`config.mk`:
```
export PLATFORM = sky130hd
export DESIGN_NAME = tcw_front
export DESIGN_NICKNAME = d
export VERILOG_FILES = /design/src/hdl/tcw_pkg.sv /design/src/hdl/tcw_front.sv
export SDC_FILE = /design/constraint.sdc
export NUM_CORES = 1
export LEC_CHECK = 0
export BUFFER_PORTS_ARGS = -buffer_cell sky130_fd_sc_hd__buf_2
export CAP_MARGIN = 20
export CORE_AREA = 2 2 39 41
export DETAILED_ROUTE_END_ITERATION = 7
export DIE_AREA = 0 0 41 43
export PLACE_DENSITY = 0.61
export SYNTH_ARGS = -nofsm -noshare
export SYNTH_HDL_FRONTEND = slang
export SYNTH_SLANG_ARGS = --single-unit
export TNS_END_PERCENT = 10
```
`constraint.sdc`:
```
create_clock -name vclk -period 4
set_input_delay 1.2 -clock vclk [all_inputs]
set_output_delay 1.2 -clock vclk [all_outputs]
set_load 0.01 [all_outputs]
```
`src/hdl/tcw_pkg.sv`:
```
// Shared types and constants for the text console writer.
// No dependencies; imported by the top level, front end, queue, back end, checker and bench.
package tcw_pkg;

	// Command codes on the item channel
	localparam logic [1:0] CMD_WRITE = 2'd0;
	localparam logic [1:0] CMD_READ  = 2'd1;
	localparam logic [1:0] CMD_CLEAR = 2'd2;

	// Classified operations passed from front end to back end
	localparam logic [2:0] OP_CHAR    = 3'd0;
	localparam logic [2:0] OP_NEWLINE = 3'd1;
	localparam logic [2:0] OP_READ    = 3'd2;
	localparam logic [2:0] OP_CLEAR   = 3'd3;
	localparam logic [2:0] OP_REPORT  = 3'd4; // cursor only, cell_value 0

	localparam logic [7:0] NEWLINE_CHAR    = 8'd10;
	localparam logic [7:0] BLANK_CHAR      = 8'h20;
	localparam logic [7:0] RESET_ATTRIBUTE = 8'h07;

	localparam int QUEUE_DEPTH = 2;

	typedef struct packed {
		logic [1:0]  cmd;
		logic [7:0]  char_code;
		logic [10:0] cell_index;
	} tcw_item_t;

	typedef struct packed {
		logic [15:0] cell_value;
		logic [4:0]  cursor_row;
		logic [6:0]  cursor_column;
	} tcw_result_t;

	typedef struct packed {
		logic [2:0]  op;
		logic [7:0]  char_code;
		logic [10:0] cell_index;
	} tcw_op_t;

endpackage

```
`src/hdl/tcw_front.sv`:
```
// Front end: accepts item words and classifies them into back-end operations.
// Depends on tcw_pkg.
module tcw_front import tcw_pkg::*; #(
	parameter int COLUMNS = 80,
	parameter int ROWS    = 25
) (
	input  logic      item_valid,
	output logic      item_ready,
	input  tcw_item_t item,
	input  logic      queue_full,
	input  logic      init_busy,
	output logic      push,
	output tcw_op_t   push_op
);

	localparam int CELLS = COLUMNS * ROWS;

	assign item_ready = !queue_full && !init_busy;
	assign push       = item_valid && item_ready;

	always_comb begin
		push_op.char_code  = item.char_code;
		push_op.cell_index = item.cell_index;
		unique case (item.cmd)
			CMD_WRITE: begin
				push_op.op = (item.char_code == NEWLINE_CHAR) ? OP_NEWLINE : OP_CHAR;
			end
			CMD_READ: begin
				// out-of-range reads just report the cursor
				push_op.op = (32'(item.cell_index) < CELLS) ? OP_READ : OP_REPORT;
			end
			CMD_CLEAR: begin
				push_op.op = OP_CLEAR;
			end
			default: begin
				push_op.op = OP_REPORT;
			end
		endcase
	end

endmodule

```
==> impl_metrics.json, run 1 <==
{
  "post-place-ws_ns": 0.7585,
  "setup_viol": 0,
  "wl_per_cell_um": 9.152,
  "gp_congestion": 0.6517,
  "fin_area_um2": 304.0,
  "finalNonFillerCells": 66,
  "status": "complete, no violations",
  "placed_area_um2": 304.0,
  "dpl.cell_count": 66,
  "crit_arrival_ns": 2.05,
  "syn_area_per_cell_um2": 7.809,
  "nClkBuffers": 0,
  "first_global_vias": 203,
  "design.seq.count": 0,
  "cts_resized": 0,
  "grt_start_max_net_pins": 4,
  "yosysSeqAreaShare_pct": 0,
  "dp_hpwl_um": 568.5,
  "synth_fp_nets": 53,
  "relSlewSlack_pct": 80.40,
  "drv_slew": 0,
  "die_x_um": 41,
  "hold_path_class": "in2out",
  "critical_path.max_fanout": 2,
  "path_class": "in2out",
  "overflow": 0,
  "ctsHoldBuffers": 0,
  "start_util_pct": 16.37,
  "drtAntennaViolNets": 0,
  "regArea_um2": 0,
  "coreArea_um2": 1384,
  "num_vias": 256,
  "use_met3_pct": 0.5236,
  "synth_area_um2": 226.5,
  "synthToLayoutAreaGrowth_pct": 34.25,
  "antenna_found_initial": 0,
  "grt_use_met1_pct": 8.228,
  "grt_first_pass_wirelength_um": 814,
  "maxClockFrequency_mhz": 308.1,
  "ios": 48,
  "routed_wl_um": 604,
  "hold_viol": 0,
  "syn_inst": 29,
  "utilization_pct": 21.97,
  "fp.dieH_um": 43,
  "worstSetupStartpointType": "primary input",
  "drc": 0,
  "power.total_mw": 0.03312,
  "cellPowerDensity_nw_per_um2": 108.9,
  "yosysWarnings": 0,
  "die_area_um2": 1763,
  "p_leak_nw": 0.1942,
  "end_kind": "output pin",
  "vdd_drop_max_uv": 28.62,
  "fin_ws_ns": 0.7539,
  "post-route-period-util_pct": 81.15,
  "dr.first_iter.drc_count": 1,
  "nFillCells": 158,
  "rsz0062_at_grt": "false",
  "rows": 14,
  "worst_ep_required_time_ns": 2.80,
  "layout.nets": 76,
  "worstMarginPinSlew_ns": 0.2898,
  "antennaDiodeCount": 0,
  "grt_busiest_layer": "met2",
  "post_cts_buffers": 0,
  "maxCapViolCount": 0,
  "drt_first_pass_iters": 2,
  "timing.final.crit_period_ns": 3.246,
  "whs_ns": 2.400,
  "drive_above_1_share_pct": 84.00,
  "numPortBuffers": 40,
  "grt_use_met2_pct": 10.94,
  "yosysUniqueCellTypes": 9,
  "via_per_inst": 3.879,
  "setup-tns-final_ns": 0,
  "grt_usage_pct": 6.194
}
-- power by group --
| group | leakage (nW) | total (mW) | switching [mW] | internal (mW) |
|---|---|---|---|---|
| logic | 0.194 | 0.0331 | 0.0158 | 0.0173 |
| clock network | 0 | 0 | 0 | 0 |
| registers | 0 | 0 | 0 | 0 |
-- area by class of cell --
class | instances | area (um2) | area share, %
Multi-Input combinational cell | 10 | 83.83 | 27.57
Tap cell | 16 | 20.02 | 6.584
Timing Repair Buffer | 40 | 200.2 | 65.84
-- kinds of logic after synthesis --
family,Yosys count,share of synthesized area [%]
multiplexers,1,6.628
buffers and inverters,19,62.98
AND/OR/NAND/NOR,6,16.58
AO/OA/AOI/OAI,3,13.81
-- worst paths after layout --
kind	to	from	slack, ns	depth (start not counted)
worst max-delay path	push_op[20]	item[5]	0.75	5
worst min-delay path	push_op[0]	item[0]	2.40	0
-- per-layer routing --
layer	wire length, um	share of wire, %
met1	235	39
met2	261	43
met3	107	18
met4	0	0
met5	0	0
-- critical path: stages --
cell	delay [ns]
buf_2	0.10
o211a_1	0.23
a41oi_2	0.22
mux2_4	0.17
buf_2	0.12
-- cell usage in the layout (no fill, tap or decap), drive strengths merged --
cell type / instances
a21oi: 1
buf: 40
nor2b: 1
nor4b: 2
a41oi: 1
mux2: 1
o211a: 1
and2: 1
nor2: 2
-- Yosys cell counts --
cell	n	share of area (%)
a41oi_2	1	7.2
mux2_4	1	6.6
and2_1	1	2.8
nor2_1	2	3.3
nor2b_1	1	2.8
buf_4	19	63
nor4b_1	2	7.7
a21oi_1	1	2.2
o211a_1	1	4.4
Note: power is estimated with default switching activity, not from simulation.
==> run 2: changes to the inputs <==
- ABC_AREA: default -> 1
- PLACE_DENSITY: 0.61 -> 0.63
- clock period: 4 -> 3.35 ns (I/O delays scaled with it)
==> impl_metrics.json, run 2 <==
{
  "post-route-period-util_pct": 76.35,
  "yosysSeqAreaShare_pct": 0,
  "synthToLayoutAreaGrowth_pct": 29.81,
  "first_global_vias": 240,
  "layout.nets": 95,
  "num_vias": 322,
  "relSlewSlack_pct": 89.85,
  "worstMarginPinSlew_ns": 0.1520,
  "dp_hpwl_um": 549.3,
  "syn_area_per_cell_um2": 5.422,
  "die_area_um2": 1763,
  "crit_chain": "buf_2, nand2_1, nor2_1, nand2_1, nand2_1, nand2_1, buf_2",
  "vdd_drop_max_uv": 26.51,
  "whs_ns": 2.010,
  "maxClockFrequency_mhz": 391.0,
  "yosysMostFrequentCell": "buf_4",
  "setup_viol": 0,
  "yosysTopAreaCell": "buf_4",
  "status": "complete, no violations",
  "drv_slew": 0,
  "syn_inst": 48,
  "ios": 48,
  "critPathTopFamily": "simple AND/OR/NAND/NOR gates",
  "hold_start": "item[2]",
  "numPortBuffers": 40,
  "yosysWarnings": 0,
  "crit_top_cell": "nand2_1",
  "p_leak_nw": 0.2430,
  "coreArea_um2": 1384,
  "nClkBuffers": 0,
  "drt_first_pass_iters": 1,
  "nFillCells": 165,
  "hold_path_class": "in2out",
  "drtAntennaViolNets": 0,
  "cts_resized": 0,
  "hold_path_end": "push_op[2]",
  "rsz0062_at_grt": "false",
  "setup-tns-final_ns": 0,
  "critical_path_buf_inv_count": 2,
  "placed_area_um2": 337.8,
  "wl_per_cell_um": 6.682,
  "fin_area_um2": 337.8,
  "yosysTopAreaCellShare_pct": 54.81,
  "hold_viol": 0,
  "rows": 14,
  "gp_congestion": 0.5871,
  "synth_fp_nets": 72,
  "critical_path.max_fanout": 2,
  "antennaDiodeCount": 0,
  "dr.first_iter.drc_count": 0,
  "regArea_um2": 0,
  "synth_area_um2": 260.3,
  "maxCapViolCount": 0,
  "cellPowerDensity_nw_per_um2": 120.3,
  "design.seq.count": 0,
  "fp.dieH_um": 43,
  "overflow": 0,
  "start_util_pct": 18.81,
  "drive_above_1_share_pct": 60.87,
  "worstSetupStartpointType": "primary input",
  "grt_first_pass_wirelength_um": 710,
  "path_class": "in2out",
  "layout_common_cells": "buf_2, nand2_1, nor2_1, inv_1, nand3_1",
  "end_kind": "output pin",
  "ys_top_cells_by_count": "buf_4, nand2_1, nor2_1",
  "critPathMaxStageDelay_ns": 0.13,
  "grt_start_max_net_pins": 4,
  "antenna_found_initial": 0,
  "via_per_inst": 3.788,
  "post_cts_buffers": 0,
  "worst_ep_required_time_ns": 2.34,
  "final_common_cell": "buf_2",
  "synthTopCellsByArea": "buf_4, nand2_1, nor2_1",
  "ctsHoldBuffers": 0,
  "routed_wl_um": 568,
  "yosysUniqueCellTypes": 8,
  "die_x_um": 41,
  "timing.final.crit_period_ns": 2.558,
  "cp_slowest_cell": "buf_2",
  "drc": 0,
  "whs_path_depth": 0,
  "grt_usage_pct": 5.395,
  "crit_arrival_ns": 1.55
}
==> run 2: logic make-up (layout without fill, tap and decap cells) <==
group                  after synthesis  after routing  share of synthesized area, %
and+or+nand+nor                     23             23                         36.54
buffers and inverters               25             46                         63.46
==> run 2: final cells by class <==
type,count,area (um2),share of cell area (%)
Tap cell,16,20.02,5.926
Multi-Input combinational cell,23,95.09,28.15
Inverter,6,22.52,6.667
Timing Repair Buffer,40,200.2,59.26
==> run 2: worst max path at each step <==
stage                        start           to  depth (start not counted)
after detailed placement  item[16]  push_op[19]                          7
final                     item[10]  push_op[20]                          7
after floorplan           item[10]  push_op[20]                          5
after global placement    item[16]  push_op[19]                          7
after global routing      item[17]  push_op[19]                          7
after CTS                 item[16]  push_op[19]                          7
==> run 2: routing by layer <==
layer	up-vias	part of all wire, %	global-route usage [%]
li1	167	-	-
met1	125	29	3.165
met2	30	51	13.44
met3	0	20	0
met4	0	0	0.6667
met5	-	0	0
==> run 2: metrics by stage <==
stage / setup slack (ns) / cells / util (%) / power (mW)
after floorplan: 1.010 / 48 / - / 0.03285
after global placement: 0.7733 / 85 / 24.41 / 0.04063
after detailed placement: 0.7747 / 85 / 24.41 / 0.04129
after CTS: 0.7695 / 85 / 24.41 / 0.04137
after global routing: 0.6991 / 85 / 24.41 / 0.04629
final: 0.7924 / 85 / 24.41 / 0.04064
==> run 2: report_power, final <==
group | internal, mW | switching [mW] | total, mW
clock network | 0 | 0 | 0
registers | 0 | 0 | 0
logic | 0.0201 | 0.0205 | 0.0406
