File: config.mk
export PLATFORM = sky130hd
export DESIGN_NAME = tcw_queue
export DESIGN_NICKNAME = d
export VERILOG_FILES = /design/src/hdl/tcw_pkg.sv /design/src/hdl/tcw_queue.sv
export SDC_FILE = /design/constraint.sdc
export NUM_CORES = 1
export LEC_CHECK = 0
export ABC_AREA = 0
export BUFFER_PORTS_ARGS = -buffer_cell sky130_fd_sc_hd__buf_2
export CORE_ASPECT_RATIO = 0.7
export CORE_UTILIZATION = 45
export DETAILED_ROUTE_END_ITERATION = 10
export GPL_TIMING_DRIVEN = 0
export PLACE_DENSITY = 0.71
export SETUP_SLACK_MARGIN = 0.1
export SLEW_MARGIN = 20
export SYNTH_ARGS = -nofsm -noshare
export SYNTH_HDL_FRONTEND = slang
export SYNTH_SLANG_ARGS = --single-unit
File: constraint.sdc
create_clock -name clk -period 1.75 [get_ports clk]
set_input_delay 0 -clock clk [delete_from_list [all_inputs] [get_ports clk]]
set_output_delay 0 -clock clk [all_outputs]
set_load 0.05 [all_outputs]
File: src/hdl/tcw_pkg.sv
// Shared types and constants for the text console writer.
// No dependencies; imported by the top level, front end, queue, back end, checker and bench.
package tcw_pkg;

	// Command codes on the item channel
	localparam logic [1:0] CMD_WRITE = 2'd0;
	localparam logic [1:0] CMD_READ  = 2'd1;
	localparam logic [1:0] CMD_CLEAR = 2'd2;

	// Classified operations passed from front end to back end
	localparam logic [2:0] OP_CHAR    = 3'd0;
	localparam logic [2:0] OP_NEWLINE = 3'd1;
	localparam logic [2:0] OP_READ    = 3'd2;
	localparam logic [2:0] OP_CLEAR   = 3'd3;
	localparam logic [2:0] OP_REPORT  = 3'd4; // cursor only, cell_value 0

	localparam logic [7:0] NEWLINE_CHAR    = 8'd10;
	localparam logic [7:0] BLANK_CHAR      = 8'h20;
	localparam logic [7:0] RESET_ATTRIBUTE = 8'h07;

	localparam int QUEUE_DEPTH = 2;

	typedef struct packed {
		logic [1:0]  cmd;
		logic [7:0]  char_code;
		logic [10:0] cell_index;
	} tcw_item_t;

	typedef struct packed {
		logic [15:0] cell_value;
		logic [4:0]  cursor_row;
		logic [6:0]  cursor_column;
	} tcw_result_t;

	typedef struct packed {
		logic [2:0]  op;
		logic [7:0]  char_code;
		logic [10:0] cell_index;
	} tcw_op_t;

endpackage

File: src/hdl/tcw_queue.sv
// Short FIFO of classified operations between front end and back end.
// Depends on tcw_pkg.
module tcw_queue import tcw_pkg::*; (
	input  logic    clk,
	input  logic    arst_n,
	input  logic    push,
	input  tcw_op_t push_op,
	output logic    full,
	input  logic    pop,
	output tcw_op_t head,
	output logic    nonempty
);

	localparam int PTR_W = $clog2(QUEUE_DEPTH);
	localparam int CNT_W = $clog2(QUEUE_DEPTH + 1);
	localparam logic [PTR_W-1:0] LAST_PTR = PTR_W'(QUEUE_DEPTH - 1);

	tcw_op_t           entry_q [QUEUE_DEPTH];
	logic [PTR_W-1:0]  wr_ptr_q;
	logic [PTR_W-1:0]  rd_ptr_q;
	logic [CNT_W-1:0]  count_q;

	assign full     = (count_q == CNT_W'(QUEUE_DEPTH));
	assign nonempty = (count_q != '0);
	assign head     = entry_q[rd_ptr_q];

	always_ff @(posedge clk or negedge arst_n) begin
		if (!arst_n) begin
			wr_ptr_q <= '0;
			rd_ptr_q <= '0;
			count_q  <= '0;
		end else begin
			if (push) begin
				wr_ptr_q <= (wr_ptr_q == LAST_PTR) ? '0 : wr_ptr_q + 1'b1;
			end
			if (pop) begin
				rd_ptr_q <= (rd_ptr_q == LAST_PTR) ? '0 : rd_ptr_q + 1'b1;
			end
			if (push && !pop) begin
				count_q <= count_q + 1'b1;
			end else if (pop && !push) begin
				count_q <= count_q - 1'b1;
			end
		end
	end

	always_ff @(posedge clk) begin
		if (push) begin
			entry_q[wr_ptr_q] <= push_op;
		end
	end

endmodule

==> qor.log, run 1 <==
[timing] post-route fraction of the period consumed by the critical path 85.0%
[timing] worst rel slew slack 55.2%
[setup_path] data arrival at the endpoint of the critical path 1490 ps
[clock_network] post-CTS clock slew at the launch and capture registers of the worst setup and hold paths 80 ps
[global_routing] largest net degree at the start of global routing 23
[place] number of input and output port buffers inserted 49
[yosys] main flop type after synthesis edfxtp_1
[place] final HPWL from detailed placement 1690 µm
[finish] final net count 192
[routing] number of DRC violations after detailed routing 0
[global_routing] Most Used Layer, Global Route met2
[clock_network] clock insertion delay at the later pin of the skew report 280 ps
[setup_path] WS Path Type flip-flop to output port
[clock_network] maximum buffer depth of the clock tree 2
[routing] DRT Wirelength 2710 µm
[timing] Final Setup Violations 0
[timing] number of hold-slack violations in the final timing report 0
[routing] number of vias after detailed routing 973
[finish] filler instances 267
[yosys] Synth area leader edfxtp_1
[timing] Fmax 672 MHz
[floorplan] count of pins on the block boundary 50
[setup_path] critical path endpoint category output port
[finish] area delta synth->final 36.1%
[yosys] sequential fraction of the synthesis area 79.8%
[floorplan] die span in x 77.2 µm
[routing] Initial DRC Count 12
[yosys] number of warning messages in the yosys log 0
[job] MaxCap Viol Count 0
[routing] routed via count divided by cell count 4.53
[finish] diode insertion count for antenna repair 0
[yosys] post-synth design cell area 1780 µm²
[place] placed cell count 183
[timing] Period minus WS final 1490 ps
[timing] setup repair after global routing missed its margin false
[global_routing] met3 global-route usage 5.00%
[timing] slew at the pin with the worst max-slew slack 670 ps
[yosys] largest cells by area after synthesis edfxtp_1 74%, mux2_2 14%, dfrtp_1 5.6%
[global_routing] antenna violations before repair 0
[yosys] area share of the largest cell type after synthesis 74.2%
[outcome] status finished clean
[global_routing] wire length of the first global-routing pass 4120 µm
[clock_network] cts bufs inserted 5
[yosys] per-instance average area after synthesis 21.2 µm²
[floorplan] area enclosed by the die boundary 4220 µm²
[clock_network] total number of clock tree sinks 48
[global_routing] met1 Use GR 15.7%
[global_routing] Overflow after GRT 0
[setup_path] crit-path max FO 10
[global_routing] total track usage 13.6%
[yosys] Post-synth EDFFs 44
[yosys] cell with the most instances after synthesis edfxtp_1
[timing] Setup TNS 0 ps
[power] power density normalized to cell area 1640 nW/µm²
[floorplan] row count 18
[clock_network] buffer count from post-CTS setup fixing 0
[setup_path] crit start category flip-flop
[timing] Max Clock Skew 2.49 ps
[timing] Slew Viols, Final 0
[finish] final non-filler cell total 215
[clock_network] clock root buffer clkbuf_8
[yosys] Net Count, Synth 111
[setup_path] required time worst endpoint 1750 ps
[floorplan] Vert. Die Dim 54.6 µm
[yosys] Netlist cell types 12
[global_routing] number of global-route vias before repair 922
[yosys] most common library cells after synthesis 44 x edfxtp_1, 22 x mux2_2, 4 x dfrtp_1, 4 x xor2_1
[yosys] fraction of registers with async set/reset 8.33%
[routing] Detail Route Antenna Nets 0
[power] maximum ir drop on the vdd rail 1.00 mV
[clock_network] Clock H-tree levels 2
[clock_network] CTS tree built
[power] reported leakage power 0.945 nW
[hold_path] path class of the lowest-slack min-delay path primary input to asynchronous set/reset pin
[finish] proportion of layout cells with a drive suffix above 1 49.1%
[yosys] Synth Register Bits 48
[floorplan] total core area 3650 µm²
[routing] Routed wire per std cell 12.6 µm
[floorplan] Initial Util 48.8%
[place] placer's final routability congestion estimate 0.669
[global_routing] global routing usage on met2 24.6%
[finish] Finished Core Util 66.4%
[yosys] cell count after synthesis 84
[routing] first-pass iteration count of the detailed router 4
[power] overall power 3.97 mW
[repair_timing]
item / CTS / global route
endpoints found under the hold margin: 50 / 0
hold buffers: 25 / 0
endpoints found under the setup margin: 22 / 22
pin swaps: 0 / 0
resized for setup: 1 / 1
[layout by cell type (no fill, tap or decap), types with 2 or more instances in the layout]
cell / n
buf_2: 49
buf_6: 2
clkbuf_8: 5
clkinv_1: 2
dfrtp_1: 4
dlygate4sd3_1: 25
edfxtp_1: 44
mux2_2: 22
xor2_1: 4
[per-layer routing]
layer / up-vias / share of wire, %
met1: 461 / 44
met2: 31 / 50
li1: 479 / -
met4: 0 / 0.15
met5: - / 0
met3: 2 / 5.2
[registers in the layout, indices dropped and copies added (netlist names)]
signal    count
entry_q      44
wr_ptr_q      1
count_q       2
rd_ptr_q      1
[cells by family after synthesis]
kind of cell / after synthesis / synth area share [%]
and+or+nand+nor: 5 / 1.62
adders and majority gates: 1 / 0.703
DFF: 48 / 79.8
buffers and inverters: 3 / 1.48
xor gates and xnor gates: 5 / 2.46
muxes: 22 / 13.9
[layout make-up]
type	instances	area [µm²]	share of cell area [%]
inverter	1	3.75	0.155
clock inverter	2	7.51	0.310
tap	50	62.6	2.58
buffer	2	22.5	0.929
clock buffer	5	68.8	2.84
multi-input combinational	33	342	14.1
sequential	48	1420	58.6
timing repair buffer	74	495	20.4
[where the power goes]
part	internal (mW)	switching (mW)	leakage (nW)
Clock	0.264	0.312	0.0391
Combinational	0.543	1.22	0.446
Sequential	1.53	0.0983	0.460
Total	2.34	1.63	0.945
[metrics by stage]
step	instance area (µm²)	hold WS, ps	setup slack (ps)
finish	2420	38.0	262
global route	2420	58.0	196
CTS	2420	33.0	84.2
detailed placement	2090	-190	10.3
global placement	2090	-190	66.3
floorplan	1780	-296	350
[critical path, cell delays in order (launching register included)]
cell,delay [ps]
dfrtp_1,460
buf_6,190
mux2_2,340
buf_2,210
[final timing paths]
check	from	endpoint	slack, ps	cells past startpoint
min in group clk	push	count_q[0]	100	3
worst max register to register	wr_ptr_q	entry_q[0][14]	390	1
max in group asynchronous	arst_n	count_q[1]	1590	2
worst max-delay path	rd_ptr_q	head[5]	260	3
worst min register to register	count_q[1]	count_q[1]	510	1
worst min-delay path	arst_n	wr_ptr_q	40	2
Power figures use the tool's default switching activity.
==> run 2: changes to the inputs <==
RECOVER_POWER = 50   (was default)
==> run 2 against run 1 <==
Net effect:
- global-route usage stayed put
- flip-flop and latch count unchanged
- core utilization decreased by 0.58 points
- non-clock buffer count did not move
- hold slack better by 32 ps
- clock power about the same
- die area did not move
- critical path type unchanged
- critical endpoint unchanged
==> qor.log, run 2 (same netlist as run 1, synthesis figures left out) <==
[outcome] status finished clean
[setup_path] critical path endpoint category output port
[power] overall power 3.96 mW
[power] maximum ir drop on the vdd rail 0.981 mV
[finish] filler instances 271
[timing] Final Setup Violations 0
[setup_path] data arrival at the endpoint of the critical path 1490 ps
[setup_path] crit start category flip-flop
[finish] diode insertion count for antenna repair 0
[finish] FF+latch area 1420 µm²
[floorplan] Vert. Die Dim 54.6 µm
[timing] Period minus WS final 1490 ps
[setup_path] delay of the slowest critical-path stage 460 ps
[routing] number of vias after detailed routing 968
[setup_path] WS Path Type flip-flop to output port
[routing] Routed wire per std cell 12.5 µm
[clock_network] clock root buffer clkbuf_8
[routing] DRT Wirelength 2690 µm
[finish] top library cells by usage in the layout, fill and taps aside 44 x edfxtp_1, 32 x buf_2, 25 x dlygate4sd3_1
[timing] number of hold-slack violations in the final timing report 0
[global_routing] wire length of the first global-routing pass 4120 µm
[timing] Fmax 671 MHz
[finish] Finished Core Util 65.8%
[floorplan] Initial Util 48.8%
[setup_path] crit-path max FO 10
[timing] final worst-path setup slack 259 ps
[power] reported leakage power 0.898 nW
[finish] leading cell type in the layout, fill and taps excluded edfxtp_1
[setup_path] cell family with the largest share of critical-path delay flip-flops
[setup_path] required time worst endpoint 1750 ps
[place] placer's final routability congestion estimate 0.669
[job] MaxCap Viol Count 0
[finish] area delta synth->final 34.9%
[floorplan] die span in x 77.2 µm
[clock_network] post-CTS clock slew at the launch and capture registers of the worst setup and hold paths 80 ps
[clock_network] cts bufs inserted 5
[timing] setup repair after global routing missed its margin false
[floorplan] total core area 3650 µm²
[finish] Largest register FFs 44
[clock_network] clock insertion delay at the later pin of the skew report 280 ps
[place] placed cell count 183
[clock_network] CTS tree built
[global_routing] antenna violations before repair 0
[finish] area of the multi-input gates 342 µm²
[routing] Initial DRC Count 13
[setup_path] Critical-path top delay cell dfrtp_1
[hold_path] path class of the lowest-slack min-delay path primary input to asynchronous set/reset pin
[place] Post-DP Area 2090 µm²
[global_routing] number of global-route vias before repair 922
[clock_network] maximum buffer depth of the clock tree 2
[routing] number of DRC violations after detailed routing 0
[finish] Reg with most FFs entry_q
[global_routing] largest net degree at the start of global routing 23
[place] worst setup slack before clock tree synthesis 10.3 ps
[timing] worst rel slew slack 54.7%
[timing] worst hold margin 70.3 ps
[timing] Max Clock Skew 2.95 ps
[finish] registers with the most flip-flops entry_q: 44 flops, count_q: 2 flops
[setup_path] cells along the critical path buf_6 -> mux2_2 -> buf_2
[global_routing] Overflow after GRT 0
[floorplan] row count 18
[routing] routed via count divided by cell count 4.50
[finish] proportion of layout cells with a drive suffix above 1 38.8%
[clock_network] total number of clock tree sinks 48
[finish] final net count 192
[power] power density normalized to cell area 1650 nW/µm²
[place] number of input and output port buffers inserted 49
[place] final HPWL from detailed placement 1690 µm
[timing] post-route fraction of the period consumed by the critical path 85.2%
[floorplan] count of pins on the block boundary 50
[timing] slew at the pin with the worst max-slew slack 678 ps
[routing] Detail Route Antenna Nets 0
[finish] final non-filler cell total 215
[clock_network] buffer count from post-CTS setup fixing 0
[floorplan] area enclosed by the die boundary 4220 µm²
[timing] Setup TNS 0 ps
[clock_network] Clock H-tree levels 2
[timing] Slew Viols, Final 0
[setup_path] Buffers & Inverters on Critical Path 2
[global_routing] total track usage 13.6%
[routing] first-pass iteration count of the detailed router 4
[finish] final non-filler cell area 2400 µm²
[run 2: changes by cell type in the layout (fill, tap and decap cells not counted), sizes merged]
cell	previous run	this run
buf	51	34
clkbuf	5	22
[run 2: final cells by class]
class	count	share of cell area (%)
timing repair buffer	74	19.7
sequential	48	59.2
clock buffer	5	2.86
multi-input combinational	33	14.2
tap	50	2.60
buffer	2	0.938
inverter	1	0.156
clock inverter	2	0.313
[run 2: where the power goes]
part / total [mW] / internal (mW) / switching [mW]
Clock: 0.576 / 0.264 / 0.312
Combinational: 1.75 / 0.524 / 1.23
Sequential: 1.63 / 1.53 / 0.0983
[run 2: repair_timing]
| action | in CTS | in global routing |
|---|---|---|
| endpoints found under the setup margin | 22 | 22 |
| hold buffers | 25 | 0 |
| gates resized for setup | 1 | 1 |
| hold endpoints to repair | 50 | 0 |
[run 2: path summary, 6_finish.rpt]
check	startpoint	end	slack (ps)	depth (start not counted)
setup / recovery	rd_ptr_q	head[5]	260	3
min in group clk	push	count_q[0]	100	3
hold / removal	arst_n	wr_ptr_q	70	2
hold reg to reg	count_q[1]	count_q[1]	510	1
max in group asynchronous	arst_n	count_q[1]	1490	2
setup reg to reg	wr_ptr_q	entry_q[0][14]	380	1
[run 2: routing by layer]
| layer | GRT usage, % | share of wire [%] | up-vias |
|---|---|---|---|
| met5 | 0 | 0 | - |
| met4 | 3.77 | 0.15 | 0 |
| met3 | 5.00 | 5.0 | 2 |
| met2 | 24.6 | 51 | 31 |
| met1 | 15.7 | 44 | 457 |
| li1 | - | - | 478 |
==> run 3: changes to the inputs <==
REMOVE_ABC_BUFFERS = 1   (was default)
==> run 3 against run 2 <==
Net effect:
- routed wire length up 9.8%
- cell count stayed put
- flip-flop and latch count unchanged
- sequential share of layout area increased by 0.25 points
- power rose by 0.70%
- register-to-register slack got worse by 110 ps
- sequential power is 6% higher
- count of clock-buffer cells in the layout increased by 2
- largest power group is now registers
==> qor.log, run 3 (same netlist as run 1, synthesis figures left out) <==
[finish] final net count 191
[routing] number of DRC violations after detailed routing 0
[timing] Slew Viols, Final 0
[floorplan] total core area 3650 µm²
[timing] Period minus WS final 1550 ps
[clock_network] cts bufs inserted 5
[place] worst setup slack before clock tree synthesis 103 ps
[power] reported leakage power 0.892 nW
[place] number of input and output port buffers inserted 49
[setup_path] crit start category primary input
[finish] area delta synth->final 34.7%
[finish] FF+latch area 1430 µm²
[setup_path] source of the worst register-to-register timing path wr_ptr_q
[global_routing] largest net degree at the start of global routing 24
[global_routing] total track usage 15.3%
[floorplan] count of pins on the block boundary 50
[finish] area of the multi-input gates 337 µm²
[setup_path] required time worst endpoint 1750 ps
[timing] setup repair after global routing missed its margin false
[global_routing] antenna violations before repair 0
[finish] final non-filler cell area 2400 µm²
[clock_network] buffer count from post-CTS setup fixing 0
[timing] post-route fraction of the period consumed by the critical path 88.6%
[timing] Fmax 645 MHz
[finish] Largest register FFs 44
[setup_path] data arrival at the endpoint of the critical path 1550 ps
[job] MaxCap Viol Count 0
[floorplan] die span in x 77.2 µm
[power] power density normalized to cell area 1660 nW/µm²
[routing] number of vias after detailed routing 1017
[finish] top library cells by usage in the layout, fill and taps aside 44 x edfxtp_1, 32 x buf_2, 25 x dlygate4sd3_1
[clock_network] maximum buffer depth of the clock tree 2
[clock_network] CTS tree built
[routing] Initial DRC Count 61
[setup_path] WS Path Type primary input to flip-flop
[finish] filler instances 292
[clock_network] total number of clock tree sinks 48
[finish] proportion of layout cells with a drive suffix above 1 39.4%
[place] final HPWL from detailed placement 1760 µm
[routing] Routed wire per std cell 13.7 µm
[floorplan] Vert. Die Dim 54.6 µm
[outcome] status finished clean
[finish] leading cell type in the layout, fill and taps excluded edfxtp_1
[timing] slew at the pin with the worst max-slew slack 656 ps
[finish] Reg with most FFs entry_q
[finish] registers with the most flip-flops entry_q: 44 flops, count_q: 2 flops
[global_routing] wire length of the first global-routing pass 4640 µm
[floorplan] area enclosed by the die boundary 4220 µm²
[setup_path] critical path endpoint category flip-flop
[timing] Final Setup Violations 0
[routing] routed via count divided by cell count 4.73
[timing] number of hold-slack violations in the final timing report 0
[setup_path] crit-path max FO 12
[floorplan] Initial Util 48.8%
[timing] final worst-path setup slack 200 ps
[clock_network] clock insertion delay at the later pin of the skew report 290 ps
[timing] worst rel slew slack 56.1%
[finish] diode insertion count for antenna repair 0
[clock_network] Clock H-tree levels 2
[setup_path] first element of the critical path push
[power] maximum ir drop on the vdd rail 1.41 mV
[timing] Max Clock Skew 3.83 ps
[global_routing] number of global-route vias before repair 1023
[place] Post-DP Area 2080 µm²
[place] placer's final routability congestion estimate 0.639
[floorplan] row count 18
[routing] first-pass iteration count of the detailed router 4
[routing] DRT Wirelength 2950 µm
[clock_network] post-CTS clock slew at the launch and capture registers of the worst setup and hold paths 80 ps
[hold_path] path class of the lowest-slack min-delay path primary input to asynchronous set/reset pin
[routing] Detail Route Antenna Nets 0
[clock_network] clock root buffer clkbuf_8
[global_routing] Overflow after GRT 0
[run 3: cell count changes in the layout (fill, tap and decap cells not counted)]
cell      delta
clkinv_1     -2
dfrtp_4      +1
buf_6        -2
dfrtp_1      -1
buf_8        +1
nor2b_4      -1
clkbuf_1     +2
clkinv_2     +1
nor2b_2      +1
[run 3: layout make-up]
| type | count | area share, % |
|---|---|---|
| Multi-Input combinational cell | 33 | 14.0 |
| Clock inverter | 1 | 0.209 |
| Clock buffer | 7 | 3.18 |
| Sequential cell | 48 | 59.4 |
| Timing Repair Buffer | 75 | 20.4 |
| Inverter | 1 | 0.156 |
| Tap cell | 50 | 2.61 |
[run 3: stage by stage]
stage                     setup TNS, ps  cells  power [mW]  util (%)  hold slack, ps
after floorplan                   -1230     82        2.99         -            -296
after global placement           -12610    181        3.32      56.6            -196
after detailed placement              0    182        3.37      57.1            -192
after CTS                             0    215        4.03      66.3            36.0
after global routing                  0    215        4.16      65.7            86.3
final                                 0    215        3.99      65.7            68.7
[run 3: where the power goes]
part | switching [mW] | total, mW | internal (mW) | leakage [nW]
clock | 0.330 | 0.610 | 0.281 | 0.0422
sequential | 0.185 | 1.72 | 1.54 | 0.459
combinational | 1.15 | 1.65 | 0.501 | 0.391
[run 3: final timing paths]
path / endpoint / slack [ps] / cells after the start
max reg2reg: entry_q[0][9] / 270 / 2
max: entry_q[0][9] / 200 / 4
min reg2reg: count_q[1] / 510 / 1
min: count_q[0] / 70 / 2
min in group clk: entry_q[0][8] / 430 / 2
max in group asynchronous: rd_ptr_q / 1470 / 2
[run 3: routing by layer]
layer | track usage (%) | routed length (µm) | share of wire (%) | vias up
met2 | 29.9 | 1520 | 52 | 36
met3 | 4.83 | 158 | 5.3 | 3
li1 | - | - | - | 476
met4 | 3.77 | 21 | 0.71 | 0
met5 | 0 | 0 | 0 | -
met1 | 16.8 | 1250 | 42 | 502
[run 3: what timing repair did]
| item | in CTS | in global routing |
|---|---|---|
| hold buffers | 25 | 0 |
| resized for setup | 3 | 0 |
| endpoints found under the setup margin | 33 | 0 |
| endpoints found under the hold margin | 50 | 0 |
[run 3: critical path: stages]
cell,delay [ps]
dlygate4sd3_1,530
clkbuf_1,190
nor2b_2,600
buf_8,230
